**src/hw/rtl/ahw_pkg.sv**
```systemverilog
// ----------------------------------------------------------------------------
// ahw_pkg
// Shared types and constants of the archive header walker.
// ----------------------------------------------------------------------------
package ahw_pkg;

    localparam logic [7:0] FILE_BLOCK_TYPE = 8'h74;
    localparam logic [7:0] LIMIT_RESET     = 8'd3;
    localparam logic [15:0] BASE_LEN       = 16'd7;

    localparam logic [4:0] OFF_TYPE        = 5'd2;
    localparam logic [4:0] OFF_HSIZE_LO    = 5'd5;
    localparam logic [4:0] OFF_HSIZE_HI    = 5'd6;
    localparam logic [4:0] OFF_PSIZE_END   = 5'd4;
    localparam logic [4:0] OFF_NLEN_LO     = 5'd19;
    localparam logic [4:0] OFF_NLEN_HI     = 5'd20;
    localparam logic [4:0] OFF_TOTAL       = 5'd21;
    localparam logic [4:0] OFF_SPAN        = 5'd22;
    localparam logic [4:0] OFF_FHEAD_LAST  = 5'd24;

    localparam logic [16:0] HEADS_LEN      = 17'd32;

    localparam logic [2:0] ADDR_FILE_LIMIT = 3'd0;

    typedef enum logic [4:0] {
        PH_BASE  = 5'b00001,
        PH_FHEAD = 5'b00010,
        PH_NAME  = 5'b00100,
        PH_SKIP  = 5'b01000,
        PH_STOP  = 5'b10000
    } t_phase;

    typedef struct packed {
        logic [7:0] name_byte;
        logic       name_last;
        logic [7:0] file_index;
    } t_result;

endpackage

```
**src/hw/rtl/ahw_cfg.sv**
```systemverilog
// ----------------------------------------------------------------------------
// ahw_cfg
// APB-style register port holding the file limit.
// ----------------------------------------------------------------------------
module ahw_cfg (
    input  logic        i_clk,
    input  logic        i_rst_n,
    input  logic        psel,
    input  logic        penable,
    input  logic        pwrite,
    input  logic [2:0]  paddr,
    input  logic [31:0] pwdata,
    output logic [31:0] prdata,
    output logic        pready,
    output logic [7:0]  o_file_limit
);

    logic [7:0] r_file_limit;
    logic       w_hit;

    assign w_hit  = (paddr[2] == ahw_pkg::ADDR_FILE_LIMIT[2]);
    assign pready = 1'b1;

    always_ff @(posedge i_clk) begin
        if (!i_rst_n) begin
            r_file_limit <= ahw_pkg::LIMIT_RESET;
        end else if (psel && penable && pwrite && w_hit) begin
            r_file_limit <= pwdata[7:0];
        end
    end

    assign prdata       = w_hit ? {24'd0, r_file_limit} : 32'd0;
    assign o_file_limit = r_file_limit;

endmodule

```
**src/hw/rtl/ahw_parser.sv**
```systemverilog
// ----------------------------------------------------------------------------
// ahw_parser
// Header walking state machine with its result register.
// ----------------------------------------------------------------------------
module ahw_parser (
    input  logic             i_clk,
    input  logic             i_rst_n,
    input  logic             i_valid,
    input  logic [7:0]       i_byte,
    output logic             o_ready,
    input  logic [7:0]       i_file_limit,
    output logic             o_valid,
    input  logic             i_out_ready,
    output ahw_pkg::t_result o_result
);

    ahw_pkg::t_phase r_phase, n_phase;
    logic [4:0]  r_off, n_off;
    logic [7:0]  r_type, n_type;
    logic [15:0] r_head, n_head;
    logic [31:0] r_packed, n_packed;
    logic [15:0] r_nlen, n_nlen;
    logic [32:0] r_rem, n_rem;
    logic [7:0]  r_files, n_files;
    logic [32:0] r_total, n_total;
    logic [32:0] r_span, n_span;
    logic        r_out_valid;
    ahw_pkg::t_result r_out;

    logic        w_fire;
    logic        w_emit;
    logic [15:0] w_head_new;
    logic [15:0] w_head_eff;
    logic [15:0] w_base_span;
    logic [33:0] w_diff;
    logic [7:0]  w_count;
    logic        w_stop;

    assign o_ready = !r_out_valid || i_out_ready;
    assign w_fire  = i_valid && o_ready;
    assign w_head_new  = {i_byte, r_head[7:0]};
    assign w_head_eff  = (w_head_new < ahw_pkg::BASE_LEN) ? ahw_pkg::BASE_LEN : w_head_new;
    assign w_base_span = w_head_eff - ahw_pkg::BASE_LEN;
    assign w_diff  = {1'b0, r_total} - {17'd0, ahw_pkg::HEADS_LEN + {1'b0, r_nlen}};
    assign w_count = r_files + 8'd1;
    assign w_stop  = (i_file_limit != 8'd0) && (w_count >= i_file_limit);

    always_comb begin
        n_phase  = r_phase;
        n_off    = r_off;
        n_type   = r_type;
        n_head   = r_head;
        n_packed = r_packed;
        n_nlen   = r_nlen;
        n_rem    = r_rem;
        n_files  = r_files;
        n_total  = r_total;
        n_span   = r_span;
        w_emit   = 1'b0;
        if (w_fire) begin
            unique case (r_phase)
                ahw_pkg::PH_BASE: begin
                    if (r_off == ahw_pkg::OFF_TYPE) begin
                        n_type = i_byte;
                    end
                    if (r_off == ahw_pkg::OFF_HSIZE_LO) begin
                        n_head = {r_head[15:8], i_byte};
                    end
                    n_off = r_off + 5'd1;
                    if (r_off == ahw_pkg::OFF_HSIZE_HI) begin
                        n_head = w_head_eff;
                        n_off  = 5'd0;
                        if (r_type == ahw_pkg::FILE_BLOCK_TYPE) begin
                            n_packed = 32'd0;
                            n_nlen   = 16'd0;
                            n_phase  = ahw_pkg::PH_FHEAD;
                        end else begin
                            n_rem   = {17'd0, w_base_span};
                            n_phase = (w_base_span != 16'd0) ? ahw_pkg::PH_SKIP
                                                             : ahw_pkg::PH_BASE;
                        end
                    end
                end
                ahw_pkg::PH_FHEAD: begin
                    if (r_off < ahw_pkg::OFF_PSIZE_END) begin
                        n_packed[8*r_off[1:0] +: 8] = i_byte;
                    end
                    if (r_off == ahw_pkg::OFF_NLEN_LO) begin
                        n_nlen = {r_nlen[15:8], i_byte};
                    end
                    if (r_off == ahw_pkg::OFF_NLEN_HI) begin
                        n_nlen = {i_byte, r_nlen[7:0]};
                    end
                    if (r_off == ahw_pkg::OFF_TOTAL) begin
                        n_total = {17'd0, r_head} + {1'b0, r_packed};
                    end
                    if (r_off == ahw_pkg::OFF_SPAN) begin
                        n_span = w_diff[33] ? 33'd0 : w_diff[32:0];
                    end
                    n_off = r_off + 5'd1;
                    if (r_off == ahw_pkg::OFF_FHEAD_LAST) begin
                        n_off = 5'd0;
                        if (r_nlen == 16'd0) begin
                            n_files = w_count;
                            if (w_stop) begin
                                n_rem   = 33'd0;
                                n_phase = ahw_pkg::PH_STOP;
                            end else begin
                                n_rem   = r_span;
                                n_phase = (r_span != 33'd0) ? ahw_pkg::PH_SKIP
                                                            : ahw_pkg::PH_BASE;
                            end
                        end else begin
                            n_rem   = {17'd0, r_nlen};
                            n_phase = ahw_pkg::PH_NAME;
                        end
                    end
                end
                ahw_pkg::PH_NAME: begin
                    w_emit = 1'b1;
                    if (r_rem <= 33'd1) begin
                        n_off   = 5'd0;
                        n_files = w_count;
                        if (w_stop) begin
                            n_rem   = 33'd0;
                            n_phase = ahw_pkg::PH_STOP;
                        end else begin
                            n_rem   = r_span;
                            n_phase = (r_span != 33'd0) ? ahw_pkg::PH_SKIP
                                                        : ahw_pkg::PH_BASE;
                        end
                    end else begin
                        n_rem = r_rem - 33'd1;
                    end
                end
                ahw_pkg::PH_SKIP: begin
                    if (r_rem <= 33'd1) begin
                        n_rem   = 33'd0;
                        n_off   = 5'd0;
                        n_phase = ahw_pkg::PH_BASE;
                    end else begin
                        n_rem = r_rem - 33'd1;
                    end
                end
                ahw_pkg::PH_STOP: begin
                    n_phase = ahw_pkg::PH_STOP;
                end
                default: begin
                    n_phase = ahw_pkg::PH_BASE;
                end
            endcase
        end
    end

    always_ff @(posedge i_clk) begin
        if (!i_rst_n) begin
            r_phase     <= ahw_pkg::PH_BASE;
            r_off       <= 5'd0;
            r_type      <= 8'd0;
            r_head      <= 16'd0;
            r_packed    <= 32'd0;
            r_nlen      <= 16'd0;
            r_rem       <= 33'd0;
            r_files     <= 8'd0;
            r_total     <= 33'd0;
            r_span      <= 33'd0;
            r_out_valid <= 1'b0;
        end else begin
            r_phase  <= n_phase;
            r_off    <= n_off;
            r_type   <= n_type;
            r_head   <= n_head;
            r_packed <= n_packed;
            r_nlen   <= n_nlen;
            r_rem    <= n_rem;
            r_files  <= n_files;
            r_total  <= n_total;
            r_span   <= n_span;
            if (w_emit) begin
                r_out_valid <= 1'b1;
            end else if (i_out_ready) begin
                r_out_valid <= 1'b0;
            end
        end
    end

    always_ff @(posedge i_clk) begin
        if (w_emit) begin
            r_out.name_byte  <= i_byte;
            r_out.name_last  <= (r_rem <= 33'd1);
            r_out.file_index <= r_files;
        end
    end

    assign o_valid  = r_out_valid;
    assign o_result = r_out;

endmodule

```
**src/hw/rtl/archive_header_walker_core.sv**
```systemverilog
// ----------------------------------------------------------------------------
// archive_header_walker_core
// Walks archive block headers and emits the stored name of each file block, up to the file limit.
// ----------------------------------------------------------------------------
// Archive bytes enter on the input channel (i_in_valid, o_in_ready,
// i_stream_byte), one item per byte. Each name byte of a file block leaves
// on the output channel (o_out_valid, i_out_ready) with its last flag and
// the file ordinal; all other bytes produce no item.
// A byte is taken into an input register and decoded by the header state
// machine when the parser is ready. A resulting name item is loaded into
// the result register at the end of that decode cycle and offered from there.
// Throughput is one byte per cycle while the receiver does not stall.
// When the receiver stalls, the result register holds its item and the
// input register takes at most one more byte; after that o_in_ready drops.
// Reset clears the pipeline and parse state and sets the file limit to
// three; zero means no limit. The user writes the file limit through the
// APB port at address 0 while the block is idle; the block does not check it.
// ----------------------------------------------------------------------------
module archive_header_walker_core (
    input  logic        i_clk,
    input  logic        i_rst_n,
    input  logic        i_in_valid,
    output logic        o_in_ready,
    input  logic [7:0]  i_stream_byte,
    output logic        o_out_valid,
    input  logic        i_out_ready,
    output logic [7:0]  o_name_byte,
    output logic        o_name_last,
    output logic [7:0]  o_file_index,
    input  logic        psel,
    input  logic        penable,
    input  logic        pwrite,
    input  logic [2:0]  paddr,
    input  logic [31:0] pwdata,
    output logic [31:0] prdata,
    output logic        pready
);

    logic       r_in_valid;
    logic [7:0] r_in_byte;
    logic       w_parse_ready;
    logic [7:0] w_file_limit;
    ahw_pkg::t_result w_result;

    assign o_in_ready = !r_in_valid || w_parse_ready;

    always_ff @(posedge i_clk) begin
        if (!i_rst_n) begin
            r_in_valid <= 1'b0;
        end else if (o_in_ready) begin
            r_in_valid <= i_in_valid;
        end
    end

    always_ff @(posedge i_clk) begin
        if (o_in_ready && i_in_valid) begin
            r_in_byte <= i_stream_byte;
        end
    end

    ahw_cfg u_cfg (
        .i_clk        (i_clk),
        .i_rst_n      (i_rst_n),
        .psel         (psel),
        .penable      (penable),
        .pwrite       (pwrite),
        .paddr        (paddr),
        .pwdata       (pwdata),
        .prdata       (prdata),
        .pready       (pready),
        .o_file_limit (w_file_limit)
    );

    ahw_parser u_parser (
        .i_clk        (i_clk),
        .i_rst_n      (i_rst_n),
        .i_valid      (r_in_valid),
        .i_byte       (r_in_byte),
        .o_ready      (w_parse_ready),
        .i_file_limit (w_file_limit),
        .o_valid      (o_out_valid),
        .i_out_ready  (i_out_ready),
        .o_result     (w_result)
    );

    assign o_name_byte  = w_result.name_byte;
    assign o_name_last  = w_result.name_last;
    assign o_file_index = w_result.file_index;

endmodule
```
**config.mk**
```make
export PLATFORM = sky130hd
export DESIGN_NAME = archive_header_walker_core
export DESIGN_NICKNAME = d
export VERILOG_FILES = /design/src/hw/rtl/ahw_pkg.sv /design/src/hw/rtl/ahw_cfg.sv /design/src/hw/rtl/ahw_parser.sv /design/src/hw/rtl/archive_header_walker_core.sv
export SDC_FILE = /design/constraint.sdc
export NUM_CORES = 1
export LEC_CHECK = 0
export ABC_AREA = 1
export BUFFER_PORTS_ARGS = -buffer_cell sky130_fd_sc_hd__buf_2
export CAP_MARGIN = 20
export CORE_ASPECT_RATIO = 0.5
export CORE_MARGIN = 5
export CORE_UTILIZATION = 45
export CTS_BUF_LIST = sky130_fd_sc_hd__clkbuf_4 sky130_fd_sc_hd__clkbuf_8
export DETAILED_ROUTE_END_ITERATION = 10
export GPL_TIMING_DRIVEN = 1
export PLACE_DENSITY = 0.66
export SLEW_MARGIN = 20
export SYNTH_ARGS = -nofsm -noshare
export SYNTH_HDL_FRONTEND = slang
export SYNTH_HIERARCHICAL = 1
export SYNTH_SLANG_ARGS = --single-unit
```
**constraint.sdc**
```tcl
create_clock -name i_clk -period 6.2 [get_ports i_clk]
set_clock_uncertainty 0.15 [all_clocks]
set_input_delay 0.31 -clock i_clk [delete_from_list [all_inputs] [get_ports i_clk]]
set_output_delay 0.31 -clock i_clk [all_outputs]
set_load 0.05 [all_outputs]
```
==> results of run 1 <==
[cells by family after synthesis]
logic type               Yosys count
AND/OR/NAND/NOR                  818
flip-flops                       224
AO/OA/AOI/OAI                    436
other                              2
buffers and inverters            366
adder cells (fa/ha/maj)           69
XOR/XNOR                          73
[critical path, cell delays in order, from the launching register on]
cell and delay, ns:
dfxtp_1 0.40, inv_1 0.08, nor3_1 0.29, nand3_1 0.17
nor3_1 0.21, xor2_1 0.16, inv_1 0.07, ha_1 0.29
nand2_1 0.10, nor2_1 0.06, nand4_1 0.06, o2111ai_1 0.10
nand2_1 0.49, inv_1 0.16, nor2_2 0.73, nand2_1 0.13
o21ai_0 0.11, nand2_1 0.07, a21oi_1 0.13
[Yosys cell counts, types with 19 or more instances]
master      n
nor2_1    169
nand4_1    31
buf_4      30
inv_1     259
ha_1       67
nand3_1    97
xnor2_1    21
xor2_1     52
o21ai_0   108
clkbuf_1   37
o21ai_1    26
edfxtp_1   25
nand2_1   414
dfxtp_1   199
nor3_1     33
nor4_1     19
a21oi_1   220
[final cells by class]
cell class,count,area [um^2]
clock buffers,51,639
clock inverters,11,83.8
fillers,3041,15200
inverters,275,1030
multi-input cells,1421,7710
flip-flops and latches,224,4730
well taps,399,499
repair buffers,74,475
[power groups by stage]
stage               combinational [mW]  sequential (mW)  clock (mW)
finish                           0.658             1.55        1.32
global route                     0.742             1.55        1.42
CTS                              0.649             1.55        1.34
detailed placement               0.635             1.58           0
global placement                 0.632             1.58           0
floorplan                        0.532             1.56           0
[routing by layer]
layer / vias up / part of all wire / GRT usage
met5: - / 0 / 0
met4: 0 / 0.014 / 0.0448
met3: 47 / 0.086 / 0.0508
met2: 446 / 0.41 / 0.317
met1: 5848 / 0.49 / 0.327
li1: 6607 / - / -
[state kept, by name (all words and copies together), names as in the netlist, 8 cells and up]
register / flops
r_in_byte: 8
u_cfg/o_file_limit: 8
u_parser/o_result: 17
u_parser/r_files: 8
u_parser/r_head: 16
u_parser/r_nlen: 16
u_parser/r_packed: 32
u_parser/r_rem: 33
u_parser/r_span: 33
u_parser/r_total: 33
u_parser/r_type: 8
[per-stage QoR]
| step | total power, mW | setup WS, ns |
|---|---|---|
| finish | 3.53 | 2.16 |
| floorplan | 2.09 | 3.29 |
| CTS | 3.54 | 2.19 |
| detailed placement | 2.21 | 2.19 |
| global placement | 2.21 | 2.29 |
| global route | 3.71 | 1.67 |
[worst max-delay path by stage]
stage	start	to	slack [ns]	depth (start not counted)
after CTS	u_parser/r_files[0]	u_parser/r_rem[30]	2.19	18
after detailed placement	u_parser/r_files[0]	u_parser/r_rem[20]	2.19	18
after global routing	u_parser/r_files[0]	u_parser/r_rem[23]	1.67	18
final	u_parser/r_files[0]	u_parser/r_rem[27]	2.16	18
after global placement	u_parser/r_files[0]	u_parser/r_rem[2]	2.29	18
after floorplan	u_parser/r_files[0]	u_parser/r_rem[10]	3.29	19
==> results.toml, run 1 <==
[global_route]
grt_pass1_wl_um = 61400
grt_pass1_vias = 11600
gr-usage-all-layers = 0.217
grt_overflow = 0
grt_max_degree = 85
antenna_found_initial = 0

[route]
dr.first_iter.drc_count = 1242
finalWirelength_um = 38400
drtAntennaViolNets = 0
via_per_inst = 5.27
avgRoutedWirePerCell_um = 15.7
drt_drc_violations_left = 0
firstDrtPassIters = 6
vias = 12900

[setup_path]
required_ns = 6.51
cp.arrival_ns = 4.35
end_kind = "flop"
worst_r2r_startpoint = "u_parser/r_files[0]"
worstRegToRegCells = 18
crit_type = "flop to flop"
r2r_end = "u_parser/r_rem[27]"
crit_fanout = 20
start_kind = "flop"
r2r_slack_ns = 2.16

[sta]
final.setup.tns_ns = 0
hold_viol = 0
setup_viol = 0
rsz0062_at_grt = "no"
fin_hold_ws_ns = 0.0253
worst_pin_slew_ns = 1.01
layout_min_cycle_time_ns = 4.04
relSlewSlack = 0.327
finalMaxSlewViolations = 0
final.period_utilization = 0.652
fmax_ghz = 0.247

[cells_and_area]
finalInstanceArea_um2 = 15200
drive_gt1_frac = 0.0914
fin_util = 0.500
finalNonFillerCells = 2455
layout_common_cells = "414 x nand2_1, 259 x inv_1, 220 x a21oi_1, 199 x dfxtp_1, 169 x nor2_1"
layout_commonest_cell = "nand2_1"
n_antenna_cell = 0
num-nets-final = 2150
area_delta_synth_final_pct = 9.36

[cts]
clk_pin_slew_worst_paths_ns = 0.08
cts_tree = "yes"
h-tree-depth = 2
cts_resized = 0
ctsLongestPathBuffers = 3
clkLatencyLatePin_ns = 0.56
cts.sinks = 224
clock_tree.root_cell = "clkbuf_8"
postCtsSetupBuffers = 0
numCtsBuffers = 35
postCtsHoldBufs = 18

[placement]
portBuffers = 50
dp_cells = 2374
dp_hpwl_um = 28000
placed_area_um2 = 14300
gp_congestion = 0.924

[hold_path]
min_from = "psel"
min-delay-path-class = "input pin to flop"
worstHoldEndpoint = "u_cfg/o_file_limit[6]"
worstHoldPathCells = 5

[pwr]
pwr-share-comb = 0.187
clkPwrFrac = 0.374
power.switching_mw = 1.11
peakVddDrop_v = 0.000113
p_leak_nw = 6.85
power.share.switching = 0.314
p_seq_frac = 0.439
powerDensity_nw_per_um2 = 232
p_int_mw = 2.42

[floorplan]
core_area_um2 = 30300
die_x_um = 258
die_area_um2 = 34700
ioPinCount = 102
start_util = 0.457
fp.dieH_um = 134
row_count = 45

[synthesis]
synth_seq_cells = 224
synth_xor_area_frac = 0.0461
synth-adder-area-share = 0.0633
synth_edf_count = 25
synth_top_area_share = 0.287
synthArstFlopShare = 0
synthFlopType = "dfxtp_1"
yosys.area.top_type = "dfxtp_1"
synth_top_family_by_area = "simple AND/OR/NAND/NOR gates"
synth_area_leaders = "dfxtp_1 29%, nand2_1 11%, a21oi_1 7.9%"
synth-simple-area-share = 0.261
yosysWarnings = 6
syn_area_um2 = 13900
syn_area_per_cell_um2 = 6.98
synth.area.mux_share = 0
synthCells = 1988
ys_types = 57
seq_area_frac_synth = 0.341
synth_compound_area_frac = 0.177

[job]
drv_cap = 0

[run_status]
status = "finished, final reports clean"
Note: power is estimated with default switching activity, not from simulation.
==> run 2: changes to the inputs <==
--- a/config.mk
+++ b/config.mk
@@ -5,7 +5,7 @@
 export SDC_FILE = /design/constraint.sdc
 export NUM_CORES = 1
 export LEC_CHECK = 0
-export ABC_AREA = 1
+export ABC_AREA = 0
 export BUFFER_PORTS_ARGS = -buffer_cell sky130_fd_sc_hd__buf_2
 export CAP_MARGIN = 20
 export CORE_ASPECT_RATIO = 0.5
@@ -14,7 +14,7 @@
 export CTS_BUF_LIST = sky130_fd_sc_hd__clkbuf_4 sky130_fd_sc_hd__clkbuf_8
 export DETAILED_ROUTE_END_ITERATION = 10
 export GPL_TIMING_DRIVEN = 1
-export PLACE_DENSITY = 0.66
+export PLACE_DENSITY = 0.69
 export SLEW_MARGIN = 20
 export SYNTH_ARGS = -nofsm -noshare
 export SYNTH_HDL_FRONTEND = slang
==> constraint.sdc (replaced) <==
create_clock -name i_clk -period 3.7 [get_ports i_clk]
set_clock_uncertainty 0.15 [all_clocks]
set_input_delay 0.185 -clock i_clk [delete_from_list [all_inputs] [get_ports i_clk]]
set_output_delay 0.185 -clock i_clk [all_outputs]
set_load 0.05 [all_outputs]
==> results.toml, run 2 <==
[pwr]
power.switching_mw = 1.21
power.share.switching = 0.239
powerDensity_nw_per_um2 = 348
peakVddDrop_v = 0.000240
p_leak_nw = 6.07
pwr-share-comb = 0.055
p_seq_frac = 0.490
clkPwrFrac = 0.455
p_int_mw = 3.84
finalPower_mw = 5.05

[route]
finalWirelength_um = 37000
dr.first_iter.drc_count = 1121
vias = 11800
drtAntennaViolNets = 0
firstDrtPassIters = 6
drt_drc_violations_left = 0
via_per_inst = 5.72
avgRoutedWirePerCell_um = 17.9

[setup_path]
crit_family = "simple AND/OR/NAND/NOR gates"
end_kind = "flop"
start_kind = "flop"
cp_cell_sequence = "or4_1, or4b_4, or3b_1, and3_1, a211oi_4, nand4_1, xor2_1, nor2_1"
cp-endpoint = "u_parser/r_off[3]"
worstSetupStartpoint = "u_parser/r_rem[20]"
required_ns = 3.97
cp.arrival_ns = 3.85
r2r_slack_ns = 0.11
worstRegToRegCells = 8
critPathBufInv = 0
crit_type = "flop to flop"
crit_fanout = 10
r2r_end = "u_parser/r_off[3]"
path_depth = 8
critPathMaxStageDelay_ns = 0.61
cp_slowest_cell = "or4_1"
worst_r2r_startpoint = "u_parser/r_rem[20]"

[cts]
clkLatencyLatePin_ns = 0.54
numCtsBuffers = 35
clk_pin_slew_worst_paths_ns = 0.07
postCtsSetupBuffers = 0
h-tree-depth = 2
cts_tree = "yes"
cts.sinks = 224
ctsLongestPathBuffers = 3
clock_tree.root_cell = "clkbuf_8"

[synthesis]
synth_area_leaders = "dfxtp_1 31%, ha_1 6.5%, edfxtp_1 5.8%"
synthArstFlopShare = 0
ys_types = 79
synth_edf_count = 25
syn_area_per_cell_um2 = 8.11
yosysWarnings = 6
yosysMostFrequentCell = "dfxtp_1"
seq_area_frac_synth = 0.368
synth_top_area_share = 0.310
synthFlopType = "dfxtp_1"
synth_common_cells = "199 x dfxtp_1, 188 x nand2_1, 145 x a21oi_1"
syn_area_um2 = 12900
synthCells = 1587
synth_seq_cells = 224
yosys.area.top_type = "dfxtp_1"

[sta]
layout_min_cycle_time_ns = 3.59
fmax_ghz = 0.279
finalMaxSlewViolations = 0
setup_viol = 0
relSlewSlack = 0.380
final.setup.tns_ns = 0
hold_viol = 0
rsz0062_at_grt = "no"
worst_pin_slew_ns = 0.927
final.period_utilization = 0.969

[placement]
gp_congestion = 0.949
dp_hpwl_um = 26500
dp_cells = 1984
portBuffers = 50

[global_route]
grt_max_degree = 74
grt_pass1_vias = 10600
gr-usage-all-layers = 0.222
grt_overflow = 0
grt_pass1_wl_um = 58400
antenna_found_initial = 0

[cells_and_area]
n_antenna_cell = 0
drive_gt1_frac = 0.117
area_delta_synth_final_pct = 12.9
layout_commonest_cell = "dfxtp_1"
reg.largest.list = "u_parser/r_rem x33, u_parser/r_span x33, u_parser/r_total x33"
num-nets-final = 1777
finalNonFillerCells = 2064
layout_common_cells = "199 x dfxtp_1, 187 x nand2_1, 145 x a21oi_1, 124 x nor2_1, 95 x o21ai_0"

[hold_path]
min-delay-path-class = "input pin to flop"
min_from = "i_rst_n"

[floorplan]
die_x_um = 249
fp.dieH_um = 130
die_area_um2 = 32300
row_count = 43
core_area_um2 = 27900
ioPinCount = 102
start_util = 0.461

[run_status]
status = "finished, final reports clean"

[job]
drv_cap = 0
==> run 2: cell types whose count changed after synthesis, moves of 17 or more <==
| cell | change |
|---|---|
| a22oi_1 | +26 |
| inv_1 | -186 |
| a21oi_1 | -75 |
| clkbuf_1 | +34 |
| nand3_1 | -18 |
| nor2_1 | -44 |
| mux2i_1 | +29 |
| nand4_1 | -17 |
| nand2_1 | -226 |
| o21ai_1 | -22 |
==> run 2: tightest hold or removal path, cell delays in order <==
cell and delay, ns:
buf_2 0.11, clkinv_2 0.32, a21oi_1 0.07
==> run 2: repair_timing <==
| item | in CTS | in global routing |
|---|---|---|
| hold buffers | 19 | 0 |
| resized for setup | 0 | 2 |
| setup endpoints to repair | 0 | 11 |
| hold endpoints to repair | 26 | 0 |
==> run 2: power groups by stage <==
stage | sequential [mW] | clock [mW] | combinational [mW]
after global routing | 2.48 | 2.44 | 0.293
after floorplan | 2.53 | 0 | 0.185
after global placement | 2.53 | 0 | 0.256
after CTS | 2.47 | 2.33 | 0.273
after detailed placement | 2.53 | 0 | 0.256
final | 2.48 | 2.30 | 0.280
==> run 2: routing by layer <==
layer | vias to the layer above | track usage | wire length (um)
li1 | 5756 | - | -
met1 | 5532 | 0.328 | 17700
met2 | 461 | 0.328 | 15200
met3 | 62 | 0.0473 | 3280
met4 | 0 | 0.0625 | 818
met5 | - | 0 | 0
==> run 2: cell type report <==
type                    count  area [um^2]
flip-flops and latches    224         4730
multi-input cells        1202         7420
clock inverters             3         38.8
well taps                 382          478
clock buffers              58          729
fillers                  2634        13400
repair buffers            121          843
inverters                  74          279
==> run 2: how the worst min path moves through the flow <==
stage	cells after the start	endpoint
6_report	3	u_parser/r_total[11]
5_1_grt	3	u_parser/r_total[10]
4_1_cts	3	u_parser/r_total[10]
3_5_place_dp	1	r_in_byte[0]
3_3_place_gp	1	r_in_byte[7]
2_1_floorplan	0	r_in_byte[0]
==> run 2: logic make-up (layout without fill, tap and decap cells) <==
kind of cell / count (synthesis) / count (layout) / share of synthesized area
adder cells (fa/ha/maj): 69 / 69 / 0.0683
multiplexers: 29 / 29 / 0.0226
AO/OA/AOI/OAI: 402 / 402 / 0.195
flip-flops: 224 / 224 / 0.368
other: 2 / 25 / 0.000584
buffers and inverters: 184 / 256 / 0.0631
AND/OR/NAND/NOR: 583 / 583 / 0.219
XOR/XNOR: 94 / 94 / 0.0640
==> run 2: through the flow <==
stage          setup slack, ns  utilization  cell area [um^2]  hold slack (ns)
2_1_floorplan            0.455            -             13000            0.134
5_1_grt                 0.0256        0.520             14500           0.0797
3_5_place_dp             0.182        0.485             13600            0.213
3_3_place_gp             0.233        0.485             13600            0.212
4_1_cts                  0.170        0.520             14500           0.0364
6_report                 0.114        0.520             14500           0.0816
